File: config.mk
export PLATFORM = sky130hd
export DESIGN_NAME = subarray_target_sum_window_top
export DESIGN_NICKNAME = d
export VERILOG_FILES = /design/src/rtl/stsw_pkg.sv /design/src/rtl/subarray_target_sum_window_top.sv /design/src/rtl/stsw_queue.sv /design/src/rtl/stsw_front.sv /design/src/rtl/stsw_back.sv
export VERILOG_INCLUDE_DIRS = /design/src /design/src/rtl
export SDC_FILE = /design/constraint.sdc
export NUM_CORES = 2
export LEC_CHECK = 0
export BUFFER_PORTS_ARGS = -buffer_cell sky130_fd_sc_hd__buf_2
export CORE_ASPECT_RATIO = 0.5
export CORE_UTILIZATION = 63
export DETAILED_ROUTE_END_ITERATION = 8
export GPL_TIMING_DRIVEN = 0
export MAX_ROUTING_LAYER = met4
export PLACE_DENSITY = 0.9
export SYNTH_ARGS = -nofsm -noshare
export SYNTH_HDL_FRONTEND = slang
export SYNTH_HIERARCHICAL = 1
export SYNTH_SLANG_ARGS = --single-unit
File: constraint.sdc
create_clock -name clk -period 6.2 [get_ports clk]
set_clock_uncertainty 0.2 [all_clocks]
set_input_delay 1.24 -clock clk [delete_from_list [all_inputs] [get_ports clk]]
set_output_delay 1.24 -clock clk [all_outputs]
set_load 0.03 [all_outputs]
File: src/rtl/subarray_target_sum_window_top_assert.svh
// Assertion macros shared by the target-sum window RTL.
`ifndef SUBARRAY_TARGET_SUM_WINDOW_TOP_ASSERT_SVH
`define SUBARRAY_TARGET_SUM_WINDOW_TOP_ASSERT_SVH

`ifndef NO_ASSERTIONS
// condition holds at every clock edge out of reset
`define STSW_ASSERT_ALWAYS(lbl, cond) \
	lbl: assert property (@(posedge clk) disable iff (!arst_n) (cond)) \
		else $error("stsw assertion failed");
// consequent holds in the same cycle as the antecedent
`define STSW_ASSERT_IMPL(lbl, ante, cons) \
	lbl: assert property (@(posedge clk) disable iff (!arst_n) (ante) |-> (cons)) \
		else $error("stsw assertion failed");
// consequent holds in the cycle after the antecedent
`define STSW_ASSERT_NEXT(lbl, ante, cons) \
	lbl: assert property (@(posedge clk) disable iff (!arst_n) (ante) |=> (cons)) \
		else $error("stsw assertion failed");
`else
`define STSW_ASSERT_ALWAYS(lbl, cond)
`define STSW_ASSERT_IMPL(lbl, ante, cons)
`define STSW_ASSERT_NEXT(lbl, ante, cons)
`endif

`endif

File: src/rtl/stsw_pkg.sv
// Shared constants, codes and types of the target-sum window finder.
package stsw_pkg;

	localparam int MAX_LEN   = 128;
	localparam int ELEM_BITS = 16;
	localparam int IDX_W     = $clog2(MAX_LEN);
	localparam int CNT_W     = IDX_W + 1;
	localparam int TGT_W     = 24;
	localparam int SUM_W     = TGT_W + 1;
	localparam int POS_W     = 8;
	localparam int STAT_W    = 2;
	localparam int QDEPTH    = 4;
	localparam int QPTR_W    = $clog2(QDEPTH);

	typedef logic [1:0] kind_t;
	localparam kind_t KIND_ELEM     = 2'd0;
	localparam kind_t KIND_TOO_LONG = 2'd1;
	localparam kind_t KIND_SKIP     = 2'd2;

	localparam logic [STAT_W-1:0] STAT_FOUND     = 2'd0;
	localparam logic [STAT_W-1:0] STAT_NOT_FOUND = 2'd1;
	localparam logic [STAT_W-1:0] STAT_TOO_LONG  = 2'd2;

	typedef struct packed {
		kind_t                kind;
		logic [IDX_W-1:0]     idx;
		logic [ELEM_BITS-1:0] elem;
		logic                 last;
	} q_entry_t;

	typedef struct packed {
		logic [STAT_W-1:0] status;
		logic [POS_W-1:0]  start_pos;
		logic [POS_W-1:0]  end_pos;
	} result_t;

endpackage

File: src/rtl/subarray_target_sum_window_top.sv
// Top level of the target-sum window finder.
//
//  channel   dir  beat contents                                  handshake
//  cfg       in   cfg_wr_data = target_sum                        cfg_wr_en
//  s_axis    in   tdata = element_value, tlast = last_element     tvalid/tready
//  m_axis    out  tdata = start/end position, tuser = status      tvalid/tready
//
// The back part takes each element that enters the window through the states
// IDLE and CHECK, and each element dropped from its start through CHECK and
// SUB (one store read, one subtract); skipped and overlong elements are taken
// in IDLE alone. A 4-entry queue lets input transfers go on while the back
// part works or a result waits for m_axis_tready.
// Reset clears all control state; the element store needs no clearing.
module subarray_target_sum_window_top
	import stsw_pkg::*;
(
	input  logic             clk,
	input  logic             arst_n,
	input  logic             cfg_wr_en,
	input  logic [TGT_W-1:0] cfg_wr_data,   // [23:0] target_sum
	input  logic             s_axis_tvalid,
	output logic             s_axis_tready,
	input  logic [15:0]      s_axis_tdata,  // [15:0] element_value
	input  logic             s_axis_tlast,
	output logic             m_axis_tvalid,
	input  logic             m_axis_tready,
	output logic [15:0]      m_axis_tdata,  // [7:0] start_position, [15:8] end_position
	output logic [1:0]       m_axis_tuser   // [1:0] status
);

	logic     q_full;
	logic     q_push;
	logic     q_pop;
	logic     q_empty;
	q_entry_t q_in;
	q_entry_t q_head;
	result_t  res;

	stsw_front u_front (
		.clk      (clk),
		.arst_n   (arst_n),
		.in_valid (s_axis_tvalid),
		.in_ready (s_axis_tready),
		.in_elem  (s_axis_tdata[ELEM_BITS-1:0]),
		.in_last  (s_axis_tlast),
		.q_full   (q_full),
		.q_push   (q_push),
		.q_data   (q_in)
	);

	stsw_queue u_queue (
		.clk       (clk),
		.arst_n    (arst_n),
		.push      (q_push),
		.push_data (q_in),
		.full      (q_full),
		.pop       (q_pop),
		.head      (q_head),
		.empty     (q_empty)
	);

	stsw_back u_back (
		.clk         (clk),
		.arst_n      (arst_n),
		.cfg_wr_en   (cfg_wr_en),
		.cfg_wr_data (cfg_wr_data),
		.head        (q_head),
		.q_empty     (q_empty),
		.q_pop       (q_pop),
		.res_valid   (m_axis_tvalid),
		.res_ready   (m_axis_tready),
		.res         (res)
	);

	assign m_axis_tdata = {res.end_pos, res.start_pos};
	assign m_axis_tuser = res.status;

endmodule

File: src/rtl/stsw_queue.sv
// Short FIFO of classified items between the front and back parts.
`include "subarray_target_sum_window_top_assert.svh"

module stsw_queue
	import stsw_pkg::*;
(
	input  logic     clk,
	input  logic     arst_n,
	input  logic     push,
	input  q_entry_t push_data,
	output logic     full,
	input  logic     pop,
	output q_entry_t head,
	output logic     empty
);

	q_entry_t          entry_q [QDEPTH];
	logic [QPTR_W-1:0] wr_ptr_q;
	logic [QPTR_W-1:0] rd_ptr_q;
	logic [QPTR_W:0]   cnt_q;

	assign full  = (cnt_q == (QPTR_W+1)'(QDEPTH));
	assign empty = (cnt_q == '0);
	assign head  = entry_q[rd_ptr_q];

	always_ff @(posedge clk or negedge arst_n) begin
		if (!arst_n) begin
			wr_ptr_q <= '0;
			rd_ptr_q <= '0;
			cnt_q    <= '0;
		end else begin
			if (push)
				wr_ptr_q <= wr_ptr_q + QPTR_W'(1);
			if (pop)
				rd_ptr_q <= rd_ptr_q + QPTR_W'(1);
			case ({push, pop})
				2'b10:   cnt_q <= cnt_q + (QPTR_W+1)'(1);
				2'b01:   cnt_q <= cnt_q - (QPTR_W+1)'(1);
				default: cnt_q <= cnt_q;
			endcase
		end
	end

	always_ff @(posedge clk) begin
		if (push)
			entry_q[wr_ptr_q] <= push_data;
	end

	`STSW_ASSERT_IMPL(a_no_overflow, push, !full || pop)
	`STSW_ASSERT_IMPL(a_no_underflow, pop, !empty)
	`STSW_ASSERT_ALWAYS(a_cnt_bound, cnt_q <= (QPTR_W+1)'(QDEPTH))

endmodule

File: src/rtl/stsw_front.sv
// Front part: takes input transfers, numbers elements and flags overlong runs.
module stsw_front
	import stsw_pkg::*;
(
	input  logic                 clk,
	input  logic                 arst_n,
	input  logic                 in_valid,
	output logic                 in_ready,
	input  logic [ELEM_BITS-1:0] in_elem,
	input  logic                 in_last,
	input  logic                 q_full,
	output logic                 q_push,
	output q_entry_t             q_data
);

	logic [CNT_W-1:0] cnt_q;
	logic             skip_q;
	kind_t            kind;

	assign in_ready = !q_full;
	assign q_push   = in_valid && in_ready;

	always_comb begin
		if (skip_q)
			kind = KIND_SKIP;
		else if (cnt_q == CNT_W'(MAX_LEN))
			kind = KIND_TOO_LONG;
		else
			kind = KIND_ELEM;
	end

	assign q_data.kind = kind;
	assign q_data.idx  = cnt_q[IDX_W-1:0];
	assign q_data.elem = in_elem;
	assign q_data.last = in_last;

	always_ff @(posedge clk or negedge arst_n) begin
		if (!arst_n) begin
			cnt_q  <= '0;
			skip_q <= 1'b0;
		end else if (q_push) begin
			if (in_last) begin
				cnt_q  <= '0;
				skip_q <= 1'b0;
			end else if (kind == KIND_TOO_LONG) begin
				// drop the rest of this run
				skip_q <= 1'b1;
			end else if (kind == KIND_ELEM) begin
				cnt_q <= cnt_q + CNT_W'(1);
			end
		end
	end

endmodule

File: src/rtl/stsw_back.sv
// Back part: element store, window sum and result register.
`include "subarray_target_sum_window_top_assert.svh"

module stsw_back
	import stsw_pkg::*;
(
	input  logic             clk,
	input  logic             arst_n,
	input  logic             cfg_wr_en,
	input  logic [TGT_W-1:0] cfg_wr_data,
	input  q_entry_t         head,
	input  logic             q_empty,
	output logic             q_pop,
	output logic             res_valid,
	input  logic             res_ready,
	output result_t          res
);

	localparam logic [1:0] S_IDLE  = 2'd0;
	localparam logic [1:0] S_CHECK = 2'd1;
	localparam logic [1:0] S_SUB   = 2'd2;

	logic [ELEM_BITS-1:0] mem [MAX_LEN];
	logic [ELEM_BITS-1:0] rd_data_q;

	logic [1:0]       state_q;
	logic [TGT_W-1:0] tgt_q;
	logic [SUM_W-1:0] sum_q;
	logic [CNT_W-1:0] start_q;
	logic [IDX_W-1:0] end_q;
	logic             done_q;
	logic             last_q;
	logic             valid_q;
	result_t          res_q;

	logic             slot_free;
	logic             drop;
	logic             emit;
	result_t          emit_res;
	logic [SUM_W-1:0] tgt_ext;

	assign tgt_ext   = {1'b0, tgt_q};
	assign slot_free = !valid_q || res_ready;
	assign q_pop     = (state_q == S_IDLE) && !q_empty && slot_free;
	assign drop      = (sum_q > tgt_ext) && (start_q <= {1'b0, end_q})
		&& (start_q < CNT_W'(MAX_LEN));

	always_comb begin
		emit     = 1'b0;
		emit_res = '{status: STAT_NOT_FOUND, start_pos: '0, end_pos: '0};
		if (q_pop && !done_q && head.kind == KIND_TOO_LONG) begin
			emit            = 1'b1;
			emit_res.status = STAT_TOO_LONG;
		end else if (state_q == S_CHECK && !drop && slot_free) begin
			if (sum_q == tgt_ext) begin
				emit               = 1'b1;
				emit_res.status    = STAT_FOUND;
				emit_res.start_pos = POS_W'(start_q) + POS_W'(1);
				emit_res.end_pos   = POS_W'(end_q) + POS_W'(1);
			end else if (last_q) begin
				emit = 1'b1;
			end
		end
	end

	always_ff @(posedge clk or negedge arst_n) begin
		if (!arst_n) begin
			state_q <= S_IDLE;
			tgt_q   <= '0;
			sum_q   <= '0;
			start_q <= '0;
			end_q   <= '0;
			done_q  <= 1'b0;
			last_q  <= 1'b0;
			valid_q <= 1'b0;
		end else begin
			if (cfg_wr_en)
				tgt_q <= cfg_wr_data;

			if (emit)
				valid_q <= 1'b1;
			else if (res_ready)
				valid_q <= 1'b0;

			case (state_q)
				S_IDLE: begin
					if (q_pop) begin
						if (done_q || head.kind == KIND_SKIP
							|| head.kind == KIND_TOO_LONG) begin
							if (head.last) begin
								sum_q   <= '0;
								start_q <= '0;
								end_q   <= '0;
								done_q  <= 1'b0;
							end else if (head.kind == KIND_TOO_LONG) begin
								done_q <= 1'b1;
							end
						end else begin
							if (sum_q < tgt_ext) begin
								sum_q <= sum_q + SUM_W'(head.elem);
								end_q <= head.idx;
							end
							last_q  <= head.last;
							state_q <= S_CHECK;
						end
					end
				end
				S_CHECK: begin
					if (drop) begin
						state_q <= S_SUB;
					end else if (slot_free) begin
						if (last_q) begin
							sum_q   <= '0;
							start_q <= '0;
							end_q   <= '0;
							done_q  <= 1'b0;
						end else if (sum_q == tgt_ext) begin
							done_q <= 1'b1;
						end
						state_q <= S_IDLE;
					end
				end
				S_SUB: begin
					// take the oldest element out of the window
					sum_q   <= sum_q - SUM_W'(rd_data_q);
					start_q <= start_q + CNT_W'(1);
					state_q <= S_CHECK;
				end
				default: state_q <= S_IDLE;
			endcase
		end
	end

	always_ff @(posedge clk) begin
		if (q_pop && !done_q && head.kind == KIND_ELEM)
			mem[head.idx] <= head.elem;
		if (state_q == S_CHECK && drop)
			rd_data_q <= mem[start_q[IDX_W-1:0]];
		if (emit)
			res_q <= emit_res;
	end

	assign res_valid = valid_q;
	assign res       = res_q;

	`STSW_ASSERT_ALWAYS(a_start_bound, start_q <= {1'b0, end_q} + CNT_W'(1))
	`STSW_ASSERT_NEXT(a_sub_follows_drop, state_q == S_CHECK && drop, state_q == S_SUB)
	`STSW_ASSERT_IMPL(a_found_pos, valid_q && res_q.status == STAT_FOUND,
		res_q.start_pos != '0 && {1'b0, res_q.start_pos} <= {1'b0, res_q.end_pos} + 9'd1)

endmodule
==> results of run 1 <==
==> synth_stat cells, types with 4 or more instances <==
| master | count |
|---|---|
| nor2_1 | 175 |
| a22oi_1 | 9 |
| and2_1 | 14 |
| buf_4 | 25 |
| nor2b_1 | 18 |
| o211ai_1 | 6 |
| a211o_1 | 6 |
| buf_2 | 49 |
| buf_1 | 21 |
| nand2b_1 | 11 |
| mux4_2 | 690 |
| mux2i_1 | 10 |
| o21a_1 | 8 |
| a32oi_1 | 5 |
| and3_1 | 13 |
| a21o_1 | 11 |
| ha_1 | 76 |
| o31ai_1 | 4 |
| nor4_1 | 6 |
| xor2_1 | 11 |
| a22o_1 | 9 |
| a21oi_1 | 57 |
| nand4_1 | 11 |
| mux2_2 | 22 |
| nand3_1 | 39 |
| a31oi_1 | 8 |
| o21ai_0 | 77 |
| mux4_1 | 8 |
| inv_1 | 75 |
| o21bai_1 | 4 |
| edfxtp_1 | 2186 |
| a211oi_1 | 6 |
| or3_1 | 12 |
| xnor2_1 | 21 |
| dfrtp_1 | 85 |
| or2_2 | 4 |
| nor3_1 | 15 |
| nand2_1 | 114 |
| clkbuf_1 | 119 |
==> kinds of logic after synthesis <==
logic type | after synthesis
flip-flops | 2271
XOR/XNOR | 32
adder cells (fa/ha/maj) | 79
buffers and inverters | 295
AO/OA/AOI/OAI | 244
AND/OR/NAND/NOR | 453
multiplexers | 730
==> metrics by stage <==
stage / cell area (µm²) / TNS [ns] / cells
2_1_floorplan: 90100 / 0 / 4104
3_3_place_gp: 92700 / -12.35 / 6033
3_5_place_dp: 94000 / 0 / 6094
4_1_cts: 99900 / 0 / 6441
==> per-layer routing <==
layer	track usage [%]	overflow
met2	72.0	58
met3	43.2	10
met5	-	-
met1	61.1	9
met4	41.4	34
==> impl_metrics.py, run 1 <==
metrics = {
    "clocking": {
        "numCtsBuffers": 186,
        "htreeDepth": 4,
        "cts_resized": 0,
        "cts_sinks": 2271,
        "cts_buffer_depth": 3,
        "cts_setup_buffers": 0,
        "cts-root-buf": "clkbuf_16",
        "cts-hold-fix-buffers": 0,
    },
    "global_route": {
        "grt.total_usage_pct": 57.5,
        "grt_max_degree": 105,
        "globalRouteOverflowTotal": 111,
    },
    "yosys": {
        "synth_fa_ha_area_share_pct": 1.12,
        "postSynthCellCount": 4104,
        "synth_top_family_by_area": "multiplexers",
        "yosysWarnings": 6,
        "yosys.area.top_type_share_pct": 72.8,
        "syn-num-nets": 4229,
        "yosys.area_share.simple_pct": 2.33,
        "ys_seq_area_share_pct": 75.2,
        "syn_area_um2": 90100,
        "synth_top_cell_by_area": "edfxtp_1",
        "synth_edf_count": 2186,
        "synth_xor_area_share_pct": 0.311,
        "ys_top_cells_by_area": "edfxtp_1 (73%), mux4_2 (17%), dfrtp_1 (2.4%)",
        "synth_flop_cell": "edfxtp_1",
        "ys_seq_elements": 2271,
        "synth_cell_type_count": 75,
        "synth_mux_area_share_pct": 17.9,
        "synth_compound_area_share_pct": 1.73,
        "syn_area_per_cell_um2": 22.0,
        "async_flop_share_pct": 3.74,
    },
    "placed_design": {
        "numPortBuffers": 48,
        "place_hpwl_um": 188000,
        "pre_cts_slack_ns": 0.0808,
        "place.gp.congestion": 0.989,
    },
    "floorplan": {
        "die_h_um": 269,
        "pin_count": 66,
        "initial_core_util_pct": 63.9,
        "rows": 97,
        "dieWidth_um": 537,
    },
    "outcome": {
        "firstError": "[ERROR GRT-0232] Routing congestion too high. Check the congestion heatmap in the GUI.",
        "outcome": "did not finish",
        "haltStage": "global routing (5_1_grt)",
    },
}
==> run 2: changes to the inputs <==
--- a/config.mk
+++ b/config.mk
@@ -7,12 +7,10 @@
 export NUM_CORES = 2
 export LEC_CHECK = 0
 export BUFFER_PORTS_ARGS = -buffer_cell sky130_fd_sc_hd__buf_2
-export CORE_ASPECT_RATIO = 0.5
-export CORE_UTILIZATION = 63
+export CORE_UTILIZATION = 40
 export DETAILED_ROUTE_END_ITERATION = 8
 export GPL_TIMING_DRIVEN = 0
-export MAX_ROUTING_LAYER = met4
-export PLACE_DENSITY = 0.9
+export PLACE_DENSITY_LB_ADDON = 0.15
 export SYNTH_ARGS = -nofsm -noshare
 export SYNTH_HDL_FRONTEND = slang
 export SYNTH_HIERARCHICAL = 1
==> run 2 against run 1 <==
  * The flow now finishes, with violations (max-capacitance violations, max-slew violations)
  * Synthesized cell count did not move
  * Synthesized area did not move
==> impl_metrics.py, run 2 <==
metrics = {
    "outcome": {
        "outcome": "finished with violations",
        "violations": "max-capacitance violations, max-slew violations",
    },
    "worst_setup_path": {
        "r2r_end": "u_back/rd_data_q[4]",
        "crit_type": "flip-flop to flip-flop",
        "endpoint": "u_back/rd_data_q[4]",
        "reg2reg_depth": 7,
        "cp.required_ns": 6.58,
        "crit_start": "u_back/start_q[1]",
        "worst_setup_path_end_kind": "flip-flop",
        "critPathMaxFanout": 10,
        "startpoint_type": "flip-flop",
        "reg2reg_from": "u_back/start_q[1]",
        "worstPathArrival_ns": 6.54,
        "r2r_slack_ns": 0.03,
    },
    "routing": {
        "vias_per_cell": 5.71,
        "drtPass1Iterations": 6,
        "vias": 44000,
        "wl_per_cell_um": 30.9,
        "routed_wl_um": 238000,
        "antenna_left": 0,
        "drt_iter0_markers": 4745,
        "route.detailed.drc": 0,
    },
    "global_route": {
        "antenna_found_initial": 22,
        "globalRouteOverflowTotal": 0,
        "grt.total_usage_pct": 21.0,
        "grt_max_degree": 76,
        "grt_pass1_vias": 44200,
        "grt_pass1_wl_um": 339000,
    },
    "timing": {
        "finalHoldViolCount": 0,
        "period_share_pct": 99.4,
        "setup_viol": 0,
        "relSlewSlack_pct": -2.75,
        "max_clock_freq_mhz": 162,
        "min_period_ns": 6.17,
        "worst_slack_ns": 0.0346,
        "rsz0062_at_grt": "no",
        "worst_slew_pin_slew_ns": 1.54,
        "drv_slew": 22,
    },
    "clocking": {
        "cts_setup_buffers": 0,
        "cts_buffer_depth": 3,
        "cts-root-buf": "clkbuf_16",
        "cts_resized": 0,
        "insertion_delay_ns": 0.87,
        "cts-hold-fix-buffers": 0,
        "cts_sinks": 2271,
        "cts_tree": "built",
        "htreeDepth": 4,
        "path_clk_slew_ns": 0.06,
        "numCtsBuffers": 230,
    },
    "yosys": {
        "synth_cell_type_count": 75,
        "yosysWarnings": 6,
        "async_flop_share_pct": 3.74,
        "syn_area_per_cell_um2": 22.0,
        "syn_area_um2": 90100,
        "synth_commonest_cells": "edfxtp_1 (2186), mux4_2 (690), nor2_1 (175), clkbuf_1 (119), nand2_1 (114)",
        "ys_seq_area_share_pct": 75.2,
        "synth_xor_area_share_pct": 0.311,
        "postSynthCellCount": 4104,
        "synth_fa_ha_area_share_pct": 1.12,
        "yosys.area.top_type_share_pct": 72.8,
        "synth_top_cell_by_area": "edfxtp_1",
        "yosys.area_share.simple_pct": 2.33,
        "yosysMostFrequentCell": "edfxtp_1",
        "ys_seq_elements": 2271,
        "synth_edf_count": 2186,
        "synth_compound_area_share_pct": 1.73,
        "ys_top_cells_by_area": "edfxtp_1 (73%), mux4_2 (17%), dfrtp_1 (2.4%)",
        "synth_flop_cell": "edfxtp_1",
        "syn-num-nets": 4229,
        "synth_top_family_by_area": "multiplexers",
        "synth_mux_area_share_pct": 17.9,
    },
    "power_and_ir_drop": {
        "leakage_nw": 32.4,
        "powerDensity_nw_per_um2": 429,
        "ir_drop_uv": 356,
    },
    "floorplan": {
        "pin_count": 66,
        "rows": 173,
        "design.core.area_um2": 223000,
        "dieWidth_um": 477,
        "initial_core_util_pct": 40.4,
        "die_area_um2": 227000,
        "die_h_um": 477,
    },
    "layout": {
        "stdcell_area_um2": 105000,
        "instances_no_fill": 7707,
        "layout_common_cells": "edfxtp_1 (2186), mux4_2 (680), clkbuf_16 (235)",
        "final_common_cell": "edfxtp_1",
        "reg_top3": "u_back/mem: 2048 flops, u_queue/entry_q: 104 flops, u_back/sum_q: 25 flops",
        "drive_gt1_share_pct": 31.3,
        "nets": 4659,
        "largest_reg_flops": 2048,
        "largest-register": "u_back/mem",
        "area_delta_synth_final_pct": 16.0,
        "fillers": 18300,
    },
    "job": {
        "maxCapViolCount": 2,
    },
    "placed_design": {
        "place_hpwl_um": 162000,
        "numPortBuffers": 48,
        "dpl-instance-area_um2": 97100,
        "place.gp.congestion": 0.843,
        "pre_cts_slack_ns": 0.160,
        "dpl.cell_count": 7276,
    },
    "worst_hold_path": {
        "hold_class": "input pin to asynchronous set/reset pin",
    },
}
==> run 2: cell counts after synthesis <==
Identical to the previous run, type by type.
==> run 2: worst min-delay path by stage <==
| stage | startpoint | end | slack [ns] | cells after the start |
|---|---|---|---|---|
| after floorplan | u_queue/cnt_q[2] | u_queue/cnt_q[2] | 0.26 | 1 |
| after global placement | u_queue/cnt_q[2] | u_queue/cnt_q[2] | 0.29 | 1 |
| after detailed placement | u_queue/cnt_q[1] | u_queue/cnt_q[1] | 0.31 | 2 |
| after CTS | arst_n | u_back/tgt_q[14] | 0.06 | 1 |
| after global routing | arst_n | u_back/tgt_q[14] | 0.10 | 1 |
| final | arst_n | u_back/tgt_q[14] | 0.11 | 1 |
==> run 2: final cells by class <==
class / count / area [µm²] / share of cell area (%)
inverter: 75 / 282 / 0.269
tap: 2975 / 3720 / 3.56
clock inverter: 149 / 1490 / 1.42
antenna: 3 / 7.51 / 0.00718
timing repair buffer: 198 / 2850 / 2.72
clock buffer: 278 / 6040 / 5.78
sequential: 2271 / 67800 / 64.8
buffer: 220 / 1050 / 1.00
multi-input combinational: 1538 / 21400 / 20.5
==> run 2: worst max-delay path: stages (launching register included) <==
cell and delay [ns]:
dfrtp_1 0.39, clkbuf_1 1.04, clkbuf_1 1.19, clkbuf_1 1.01
mux4_2 0.42, mux4_2 0.60, mux4_2 0.61, mux2_2 0.35
==> run 2: cell families (layout without fill, tap and decap cells) <==
family | Yosys count | count (layout)
AOI/OAI and AO/OA | 244 | 244
xor gates and xnor gates | 32 | 32
adders and majority gates | 79 | 79
buffers and inverters | 295 | 920
DFF | 2271 | 2271
muxes | 730 | 730
other | 0 | 3
and+or+nand+nor | 453 | 453
==> run 2: where the power goes <==
| group | switching [mW] | internal (mW) | total (mW) |
|---|---|---|---|
| sequential | 0.205 | 20.1 | 20.3 |
| clock | 5.90 | 7.93 | 13.8 |
| combinational | 7.42 | 3.35 | 10.8 |
| total | 13.5 | 31.4 | 44.9 |
==> run 2: per-layer routing <==
metal  share of wire (%)  routed length, µm  global-route usage (%)
met5              0.0071                 17                       0
met4                 2.5               5900                    5.67
met3                 7.4              17500                    4.05
met2                  47             113000                    32.8
met1                  43             102000                    30.3
==> run 2: through the flow <==
stage	hold WS, ns	setup TNS, ns	util (%)	power, mW
6_report	0.110	0	46.9	44.9
5_1_grt	0.101	0	46.9	46.5
4_1_cts	0.0581	0	46.9	45.3
3_5_place_dp	0.312	0	43.5	31.5
3_3_place_gp	0.286	-88.95	42.2	31.2
2_1_floorplan	0.257	0	-	26.8
(Power assumes the default switching activity.)
